<file path="config.mk">
export PLATFORM = sky130hd
export DESIGN_NAME = adc_code_moving_average_flat
export DESIGN_NICKNAME = d
export VERILOG_FILES = /design/src/hw/rtl/acma_pkg.sv /design/src/hw/rtl/acma_in_if.sv /design/src/hw/rtl/acma_out_if.sv /design/src/hw/rtl/acma_window_ram.sv /design/src/hw/rtl/acma_recip_div.sv /design/src/hw/rtl/adc_code_moving_average.sv /design/src/flat_wrapper.sv
export SDC_FILE = /design/constraint.sdc
export NUM_CORES = 2
export LEC_CHECK = 0
export BUFFER_PORTS_ARGS = -buffer_cell sky130_fd_sc_hd__buf_2
export CORE_ASPECT_RATIO = 1.1
export CORE_MARGIN = 2
export CORE_UTILIZATION = 60
export CTS_CLUSTER_DIAMETER = 120
export DETAILED_ROUTE_END_ITERATION = 10
export PLACE_DENSITY = 0.76
export SLEW_MARGIN = 0
export SYNTH_ARGS = -nofsm -noshare
export SYNTH_HDL_FRONTEND = slang
export SYNTH_SLANG_ARGS = --single-unit
</file>
<file path="constraint.sdc">
create_clock -name clk -period 11.15 [get_ports clk]
set_clock_uncertainty 0.2 [all_clocks]
set_input_delay 1.115 -clock clk [delete_from_list [all_inputs] [get_ports clk]]
set_output_delay 1.115 -clock clk [all_outputs]
set_load 0.03 [all_outputs]
</file>
<file path="src/hw/rtl/acma_pkg.sv">
// Shared constants and types for the ADC code moving average block.
package acma_pkg;

	localparam int unsigned CODE_W              = 24;
	localparam int unsigned CONV_W              = 2;
	localparam int unsigned WINDOW_LENGTH_DEF   = 16;
	localparam int unsigned CONVERTER_COUNT_DEF = 3;

	typedef enum logic {
		OP_SAMPLE  = 1'b0,
		OP_RESTART = 1'b1
	} op_t;

endpackage

</file>
<file path="src/hw/rtl/acma_in_if.sv">
// Input channel: one converter word or slot restart per handshake.
interface acma_in_if;
	logic                                valid;
	logic                                ready;
	acma_pkg::op_t                       op;
	logic [acma_pkg::CONV_W-1:0]         converter;
	logic                                input_select;
	logic [acma_pkg::CODE_W-1:0]         raw_code;

	modport source (output valid, op, converter, input_select, raw_code, input ready);
	modport sink   (input valid, op, converter, input_select, raw_code, output ready);
endinterface

</file>
<file path="src/hw/rtl/acma_out_if.sv">
// Output channel: held average and its valid flag per handshake.
interface acma_out_if;
	logic                        valid;
	logic                        ready;
	logic [acma_pkg::CODE_W-1:0] average;
	logic                        average_valid;

	modport source (output valid, average, average_valid, input ready);
	modport sink   (input valid, average, average_valid, output ready);
endinterface

</file>
<file path="src/hw/rtl/acma_window_ram.sv">
// Sample window storage: one port, read-old-data on write, registered read.
module acma_window_ram #(
	parameter int unsigned ADDR_W = 7
) (
	input  logic                        clk,
	input  logic                        en,
	input  logic                        we,
	input  logic [ADDR_W-1:0]           addr,
	input  logic [acma_pkg::CODE_W-1:0] wdata,
	output logic [acma_pkg::CODE_W-1:0] rdata
);

	localparam int unsigned DEPTH = 1 << ADDR_W;

	logic [acma_pkg::CODE_W-1:0] mem [DEPTH];
	logic [acma_pkg::CODE_W-1:0] rdata_q;

	always_ff @(posedge clk) begin
		if (en) begin
			rdata_q <= mem[addr];
			if (we) begin
				mem[addr] <= wdata;
			end
		end
	end

	assign rdata = rdata_q;

endmodule

</file>
<file path="src/hw/rtl/acma_recip_div.sv">
// Floor division of the window sum by the window length via reciprocal multiply.
module acma_recip_div #(
	parameter int unsigned WINDOW_LENGTH = acma_pkg::WINDOW_LENGTH_DEF,
	parameter int unsigned SUM_W         = acma_pkg::CODE_W + $clog2(WINDOW_LENGTH)
) (
	input  logic [SUM_W-1:0]            sum,
	output logic [acma_pkg::CODE_W-1:0] quotient
);

	localparam int unsigned SHIFT      = SUM_W + $clog2(WINDOW_LENGTH);
	localparam int unsigned RECIP_W    = SUM_W + 1;
	localparam int unsigned PROD_W     = SUM_W + RECIP_W;
	localparam logic [63:0] POW        = 64'd1 << SHIFT;
	localparam logic [63:0] RECIP_FULL =
		(POW + 64'(WINDOW_LENGTH) - 64'd1) / 64'(WINDOW_LENGTH);
	localparam logic [RECIP_W-1:0] RECIP = RECIP_W'(RECIP_FULL);

	logic [PROD_W-1:0] product;

	// m = ceil(2^SHIFT / L) is exact for every sum below 2^SUM_W
	assign product  = PROD_W'(sum) * PROD_W'(RECIP);
	assign quotient = product[SHIFT +: acma_pkg::CODE_W];

endmodule

</file>
<file path="src/hw/rtl/adc_code_moving_average.sv">
// An input word is registered in stages 1, 2 and 3 and then in the output register.
// Throughput: one word per clock while the output is not stalled, back to back, also to the same slot; slot
// count/pointer are touched only in stage 1 and the running sums only in stage 2.
// Divide by the window length is a reciprocal multiply registered at the output.
// Reset clears fill counts, pointers, running sums and the stage and output valids at once;
// the window RAM is not cleared and needs no clearing pass.
module adc_code_moving_average #(
	parameter int unsigned WINDOW_LENGTH   = acma_pkg::WINDOW_LENGTH_DEF,
	parameter int unsigned CONVERTER_COUNT = acma_pkg::CONVERTER_COUNT_DEF
) (
	input  logic        clk,
	input  logic        arst_n,
	acma_in_if.sink     sample,
	acma_out_if.source  result
);

	localparam int unsigned CODE_W     = acma_pkg::CODE_W;
	localparam int unsigned SLOT_COUNT = 2 * CONVERTER_COUNT;
	localparam int unsigned SLOT_W     = $clog2(SLOT_COUNT);
	localparam int unsigned IDX_W      = $clog2(WINDOW_LENGTH);
	localparam int unsigned CNT_W      = $clog2(WINDOW_LENGTH + 1);
	localparam int unsigned SUM_W      = CODE_W + IDX_W;
	localparam int unsigned ADDR_W     = SLOT_W + IDX_W;
	localparam logic [CNT_W-1:0] FULL_CNT = CNT_W'(WINDOW_LENGTH);
	localparam logic [IDX_W-1:0] LAST_IDX = IDX_W'(WINDOW_LENGTH - 1);

	// handshake chain
	logic rdy_s1, rdy_s2, rdy_s3, rdy_out;
	logic adv1, adv2;

	// stage 1
	logic              v_s1;
	acma_pkg::op_t     op_s1;
	logic              oob_s1;
	logic [SLOT_W-1:0] slot_s1;
	logic [CODE_W-1:0] code_s1;

	logic [CNT_W-1:0]  fill_q [SLOT_COUNT];
	logic [IDX_W-1:0]  ptr_q  [SLOT_COUNT];

	logic [CNT_W-1:0]  fill_cur;
	logic [CNT_W-1:0]  fill_nxt;
	logic [IDX_W-1:0]  ptr_cur;
	logic              full_cur;
	logic              full_after;
	logic [IDX_W-1:0]  wr_idx;
	logic              samp_s1;
	logic              in_oob;

	// stage 2
	logic              v_s2;
	logic              samp_s2;
	logic              rst_s2;
	logic              repl_s2;
	logic              fullo_s2;
	logic [SLOT_W-1:0] slot_s2;
	logic [CODE_W-1:0] code_s2;
	logic [CODE_W-1:0] old_code;

	logic [SUM_W-1:0]  sum_q [SLOT_COUNT];
	logic [SUM_W-1:0]  sum_nxt;
	logic [CODE_W-1:0] old_term;

	// stage 3
	logic              v_s3;
	logic              avgv_s3;
	logic [SUM_W-1:0]  sum_s3;
	logic [CODE_W-1:0] quot;

	// output register
	logic              out_v_q;
	logic [CODE_W-1:0] avg_q;
	logic              avgv_q;

	assign rdy_out      = !out_v_q || result.ready;
	assign rdy_s3       = !v_s3 || rdy_out;
	assign rdy_s2       = !v_s2 || rdy_s3;
	assign rdy_s1       = !v_s1 || rdy_s2;
	assign sample.ready = rdy_s1;
	assign adv1         = v_s1 && rdy_s2;
	assign adv2         = v_s2 && rdy_s3;

	assign in_oob = 32'(sample.converter) >= CONVERTER_COUNT;

	// ---------------- stage 1: slot state, window RAM access
	always_ff @(posedge clk or negedge arst_n) begin
		if (!arst_n) begin
			v_s1 <= 1'b0;
		end else if (rdy_s1) begin
			v_s1 <= sample.valid;
		end
	end

	always_ff @(posedge clk) begin
		if (rdy_s1 && sample.valid) begin
			op_s1   <= sample.op;
			oob_s1  <= in_oob;
			slot_s1 <= SLOT_W'({sample.converter, sample.input_select});
			code_s1 <= {~sample.raw_code[CODE_W-1], sample.raw_code[CODE_W-2:0]};
		end
	end

	assign fill_cur   = fill_q[slot_s1];
	assign ptr_cur    = ptr_q[slot_s1];
	assign full_cur   = fill_cur == FULL_CNT;
	assign fill_nxt   = fill_cur + CNT_W'(1);
	assign full_after = full_cur || (fill_nxt == FULL_CNT);
	assign wr_idx     = full_cur ? ptr_cur : fill_cur[IDX_W-1:0];
	assign samp_s1    = !oob_s1 && (op_s1 == acma_pkg::OP_SAMPLE);

	always_ff @(posedge clk or negedge arst_n) begin
		if (!arst_n) begin
			for (int i = 0; i < SLOT_COUNT; i++) begin
				fill_q[i] <= '0;
				ptr_q[i]  <= '0;
			end
		end else if (adv1 && !oob_s1) begin
			unique case (op_s1)
				acma_pkg::OP_RESTART: begin
					fill_q[slot_s1] <= '0;
					ptr_q[slot_s1]  <= '0;
				end
				acma_pkg::OP_SAMPLE: begin
					if (full_cur) begin
						ptr_q[slot_s1] <= (ptr_cur == LAST_IDX) ? '0 : ptr_cur + IDX_W'(1);
					end else begin
						fill_q[slot_s1] <= fill_nxt;
					end
				end
				default: begin
				end
			endcase
		end
	end

	acma_window_ram #(
		.ADDR_W (ADDR_W)
	) u_window (
		.clk   (clk),
		.en    (adv1),
		.we    (samp_s1),
		.addr  ({slot_s1, wr_idx}),
		.wdata (code_s1),
		.rdata (old_code)
	);

	// ---------------- stage 2: running sum
	always_ff @(posedge clk or negedge arst_n) begin
		if (!arst_n) begin
			v_s2 <= 1'b0;
		end else if (rdy_s2) begin
			v_s2 <= v_s1;
		end
	end

	always_ff @(posedge clk) begin
		if (adv1) begin
			samp_s2  <= samp_s1;
			rst_s2   <= !oob_s1 && (op_s1 == acma_pkg::OP_RESTART);
			repl_s2  <= full_cur;
			fullo_s2 <= samp_s1 && full_after;
			slot_s2  <= slot_s1;
			code_s2  <= code_s1;
		end
	end

	assign old_term = repl_s2 ? old_code : '0;
	assign sum_nxt  = sum_q[slot_s2] + SUM_W'(code_s2) - SUM_W'(old_term);

	always_ff @(posedge clk or negedge arst_n) begin
		if (!arst_n) begin
			for (int i = 0; i < SLOT_COUNT; i++) begin
				sum_q[i] <= '0;
			end
		end else if (adv2) begin
			if (samp_s2) begin
				sum_q[slot_s2] <= sum_nxt;
			end else if (rst_s2) begin
				sum_q[slot_s2] <= '0;
			end
		end
	end

	// ---------------- stage 3: divide
	always_ff @(posedge clk or negedge arst_n) begin
		if (!arst_n) begin
			v_s3 <= 1'b0;
		end else if (rdy_s3) begin
			v_s3 <= v_s2;
		end
	end

	always_ff @(posedge clk) begin
		if (adv2) begin
			avgv_s3 <= fullo_s2;
			sum_s3  <= sum_nxt;
		end
	end

	acma_recip_div #(
		.WINDOW_LENGTH (WINDOW_LENGTH),
		.SUM_W         (SUM_W)
	) u_div (
		.sum      (sum_s3),
		.quotient (quot)
	);

	// ---------------- output register; not-valid words always carry zero
	always_ff @(posedge clk or negedge arst_n) begin
		if (!arst_n) begin
			out_v_q <= 1'b0;
		end else if (rdy_out) begin
			out_v_q <= v_s3;
		end
	end

	always_ff @(posedge clk) begin
		if (rdy_out && v_s3) begin
			avg_q  <= avgv_s3 ? quot : '0;
			avgv_q <= avgv_s3;
		end
	end

	assign result.valid         = out_v_q;
	assign result.average       = avg_q;
	assign result.average_valid = avgv_q;

	// ---------------- assertions
	a_invalid_is_zero: assert property (@(posedge clk) disable iff (!arst_n)
		result.valid && !result.average_valid |-> result.average == '0)
		else $error("not-valid word carries a nonzero average");

	a_stall_only_when_full: assert property (@(posedge clk) disable iff (!arst_n)
		!sample.ready |-> v_s1 && v_s2 && v_s3 && out_v_q)
		else $error("input stalled with a free stage");

	a_fill_bound: assert property (@(posedge clk) disable iff (!arst_n)
		v_s1 && !oob_s1 |-> fill_cur <= FULL_CNT)
		else $error("fill count beyond window length");

	a_replace_is_valid: assert property (@(posedge clk) disable iff (!arst_n)
		v_s2 && samp_s2 && repl_s2 |-> fullo_s2)
		else $error("replacing word not marked valid");

endmodule
</file>
<file path="src/flat_wrapper.sv">
// flat-port wrapper written by rule: the top's interface ports become plain ports
module adc_code_moving_average_flat 
#(
	parameter int unsigned WINDOW_LENGTH   = acma_pkg::WINDOW_LENGTH_DEF,
	parameter int unsigned CONVERTER_COUNT = acma_pkg::CONVERTER_COUNT_DEF
)
  (clk, arst_n, sample_valid, sample_op, sample_converter, sample_input_select, sample_raw_code, sample_ready, result_valid, result_average, result_average_valid, result_ready);
  acma_in_if sample_i ();
  acma_out_if result_i ();
  input  logic clk;
  input  logic arst_n;
  input wire logic [$bits(sample_i.valid)-1:0] sample_valid;
  input wire logic [$bits(sample_i.op)-1:0] sample_op;
  input wire logic [$bits(sample_i.converter)-1:0] sample_converter;
  input wire logic [$bits(sample_i.input_select)-1:0] sample_input_select;
  input wire logic [$bits(sample_i.raw_code)-1:0] sample_raw_code;
  output wire logic [$bits(sample_i.ready)-1:0] sample_ready;
  output wire logic [$bits(result_i.valid)-1:0] result_valid;
  output wire logic [$bits(result_i.average)-1:0] result_average;
  output wire logic [$bits(result_i.average_valid)-1:0] result_average_valid;
  input wire logic [$bits(result_i.ready)-1:0] result_ready;
  assign sample_i.valid = sample_valid;
  assign sample_i.op = sample_op;
  assign sample_i.converter = sample_converter;
  assign sample_i.input_select = sample_input_select;
  assign sample_i.raw_code = sample_raw_code;
  assign sample_ready = sample_i.ready;
  assign result_valid = result_i.valid;
  assign result_average = result_i.average;
  assign result_average_valid = result_i.average_valid;
  assign result_i.ready = result_ready;
  adc_code_moving_average #(.WINDOW_LENGTH(WINDOW_LENGTH), .CONVERTER_COUNT(CONVERTER_COUNT)) u_core (.clk(clk), .arst_n(arst_n), .sample(sample_i), .result(result_i));
endmodule
</file>
==> impl_metrics.py <==
metrics = {
    "placement": {
        "dp_hpwl_um": 168000,
        "placed_cells": 8919,
        "io_buffers": 58,
        "gp_congestion": 0.911,
    },
    "floorplanning": {
        "die_h_um": 458,
        "placementRows": 166,
        "coreArea_um2": 186000,
        "die_w_um": 417,
        "initial_utilization_pct": 60.4,
        "fp.dieArea_um2": 191000,
        "io_pins": 59,
    },
    "worst_setup_path": {
        "cp_cell_sequence": "buf_4 > mux2i_1 > o22ai_1 > nor2_1 > ha_1 > o21a_1 > a31oi_1 > nor2_4 > buf_12 > buf_12 > mux4_2 > a22oi_1 > nand2_1 > nor4_1 > a211oi_1",
        "crit_path_max_fanout": 82,
        "cp_slowest_stage_delay_ns": 1.04,
        "slowest_stage": "nor2_4",
        "end_kind": "register",
        "crit_type": "reg2reg",
        "setup.worst_path.start_class": "register",
        "critPathRequiredTime_ns": 11.59,
        "critPathArrivalTime_ns": 8.12,
        "cpMostUsedCell": "buf_12",
    },
    "layout": {
        "syn2layout_area_growth_pct": 12.1,
        "layout.cells.non_filler": 9418,
        "nets": 6860,
        "drive_above_1_share_pct": 18.4,
        "nFillCells": 11400,
    },
    "synthesis": {
        "synth_cell_type_count": 72,
        "synth_area_um2": 112000,
        "yosysTopAreaCell": "edfxtp_1",
        "synthTopCellsByArea": "edfxtp_1, mux4_2, dfrtp_1",
        "syn_area_per_cell_um2": 17.6,
        "synth_top_area_share_pct": 70.9,
        "synth_edf_count": 2654,
        "yosys_warnings": 0,
        "synth-main-ff-cell": "edfxtp_1",
        "synthArstFlopShare_pct": 7.85,
        "ys_seq_elements": 2880,
        "syn_inst": 6378,
        "synth.yosys.seq_area_share_pct": 75.9,
    },
    "sta": {
        "maxSlewHeadroom_pct": 0.140,
        "timing.final.crit_period_ns": 7.68,
        "setup_violations": 0,
        "rsz0062_at_grt": "false",
        "max_freq_ghz": 0.130,
        "final_max_slew_viol_count": 0,
        "fin_crit_sh_pct": 68.9,
        "worst_slew_pin_slew_ns": 1.50,
        "hold-worst-slack_ns": 0.158,
        "tns_ns": 0,
        "hold_violations": 0,
    },
    "drt": {
        "antenna_left": 0,
        "vias": 64800,
        "drcViolationCount": 0,
        "drt_first_pass_iters": 8,
        "wl_um": 310000,
        "viasPerCell": 6.88,
        "wl_per_cell_um": 32.9,
        "drt_iter0_drc": 11500,
    },
    "clock_network": {
        "postCtsSetupRepairBufs": 0,
        "clock_path_buffers": 4,
        "cts_tree": "built",
        "clk_latency_ns": 0.94,
        "clock_sinks": 2880,
        "cts_resized": 0,
        "clkTransAtPathRegs_ns": 0.06,
        "cts_made_buffers": 286,
        "cts.htree.levels": 5,
        "cts-root-buf": "clkbuf_16",
    },
    "global_routing": {
        "grt_pass1_vias": 63300,
        "grt_pass1_wl_um": 443000,
        "grt_max_degree": 117,
        "antenna_found_initial": 29,
        "grt_use_total_pct": 32.5,
        "overflow": 0,
    },
    "pwr": {
        "powerDensity_nw_per_um2": 201,
        "vdd_drop_max_mv": 0.188,
        "leakagePower_nw": 42.5,
    },
    "status": {
        "violations": "capacitance limit",
        "status": "finished with violations",
    },
    "min_path": {
        "hold_class": "in2reg",
    },
    "flow_run": {
        "maxCapViolCount": 1,
    },
}
logic make-up after synthesis:
family                     after synthesis  share of synthesized area, %
DFF                                   2880                          75.9
buffers and inverters                  447                          1.70
xor gates and xnor gates                29                         0.226
other                                    1                       0.00334
adders and majority gates               56                         0.783
muxes                                  692                          10.7
and+or+nand+nor                       1268                          4.84
AOI/OAI and AO/OA                     1005                          5.87
layout make-up:
class / instances / area (um2) / share of cell area (%)
clock inverter: 125 / 898 / 0.713
sequential: 2880 / 85400 / 67.7
timing repair buffer: 297 / 2250 / 1.78
tap: 2436 / 3050 / 2.42
multi-input combinational: 3218 / 26400 / 20.9
antenna: 10 / 25.0 / 0.0199
inverter: 89 / 334 / 0.265
clock buffer: 363 / 7750 / 6.15
timing repair:
item                                   4_1_cts  5_1_grt
hold buffers                                 1        0
endpoints found under the hold margin       60        0
setup endpoints to repair                    0        0
synthesized netlist by cell type, drive strengths merged (32+ instances only):
cell,n
a211o,47
a21oi,270
a22oi,224
and2,64
buf,141
clkbuf,217
dfrtp,226
edfxtp,2654
ha,32
inv,87
mux2,75
mux2i,220
mux4,397
nand2,846
nand3,61
nor2,140
nor4,50
o21ai,155
o22ai,74
o31ai,38
layout by cell type (no fill, tap or decap), types with 61 or more instances in the layout:
cell type  synthesis  final
inv_1             87     86
o21ai_0          149    148
and2_1            63     62
dfrtp_1          226    226
a22oi_1          224    224
mux2i_1          220    220
a21oi_1          270    268
mux4_2           397    397
conb_1             1    168
clkbuf_16          0    295
o22ai_1           74     74
nand2_1          846    842
clkinv_1           2     61
edfxtp_1        2654   2654
mux2_2            72     72
nor2_2             0     87
buf_4             23    226
report_power, final:
part / switching, W / internal [W] / total, W
logic: 0.00238 / 0.00128 / 0.00365
registers: 0.000234 / 0.0123 / 0.0126
clock network: 0.00391 / 0.00519 / 0.00910
critical path, delay by kind of cell, from the launching register on:
kind                       cells  cell delay [ns]
AOI/OAI and AO/OA              5             1.04
and+or+nand+nor                4             2.34
adders and majority gates      1             0.27
DFF                            1             0.89
buffers and inverters          3             1.65
muxes                          2             0.84
routing by layer:
metal | wire length, um | track usage, % | vias to the layer above | part of all wire [%]
met5 | 164 | 0.304 | - | 0.053
met4 | 16700 | 15.2 | 20 | 5.4
met3 | 45100 | 9.71 | 898 | 15
met2 | 141000 | 48.8 | 5284 | 45
met1 | 107000 | 44.2 | 32800 | 35
li1 | - | - | 25800 | -
worst paths after layout:
kind | to | start | slack (ns) | cells past startpoint
worst max-delay path | u_core.u_window.rdata[6] | u_core.slot_s1[0] | 3.47 | 15
worst min-delay path | u_core.code_s1[14] | sample_raw_code[14] | 0.16 | 1
worst max register to register | u_core.u_window.rdata[6] | u_core.slot_s1[0] | 3.47 | 15
worst min register to register | u_core.sum_q[156] | u_core.sum_q[156] | 0.28 | 2
max in group asynchronous | u_core.sum_q[64] | arst_n | 8.69 | 3
min in group asynchronous | u_core.result.valid | arst_n | 0.60 | 2
flip-flops by register name, indices dropped and copies added, names as in the netlist, 3 cells and up:
signal                 flops
u_core.u_window.mem     2520
u_core.sum_q             168
u_core.fill_q             30
u_core.code_s1            24
u_core.code_s2            24
u_core.ptr_q              24
u_core.result.average     24
u_core.sum_s3             24
u_core.u_window.rdata     24
u_core.slot_s1             3
u_core.slot_s2             3
metrics by stage:
step	total power (W)	setup slack (ns)	utilization [%]	area, um2
2_1_floorplan	0.0151	5.53	-	113000
3_3_place_gp	0.0162	3.60	63.0	117000
3_5_place_dp	0.0163	3.63	63.0	117000
4_1_cts	0.0253	3.59	67.7	126000
5_1_grt	0.0260	3.10	67.7	126000
6_report	0.0253	3.47	67.7	126000
No activity file was read; power rests on OpenSTA's default activity.
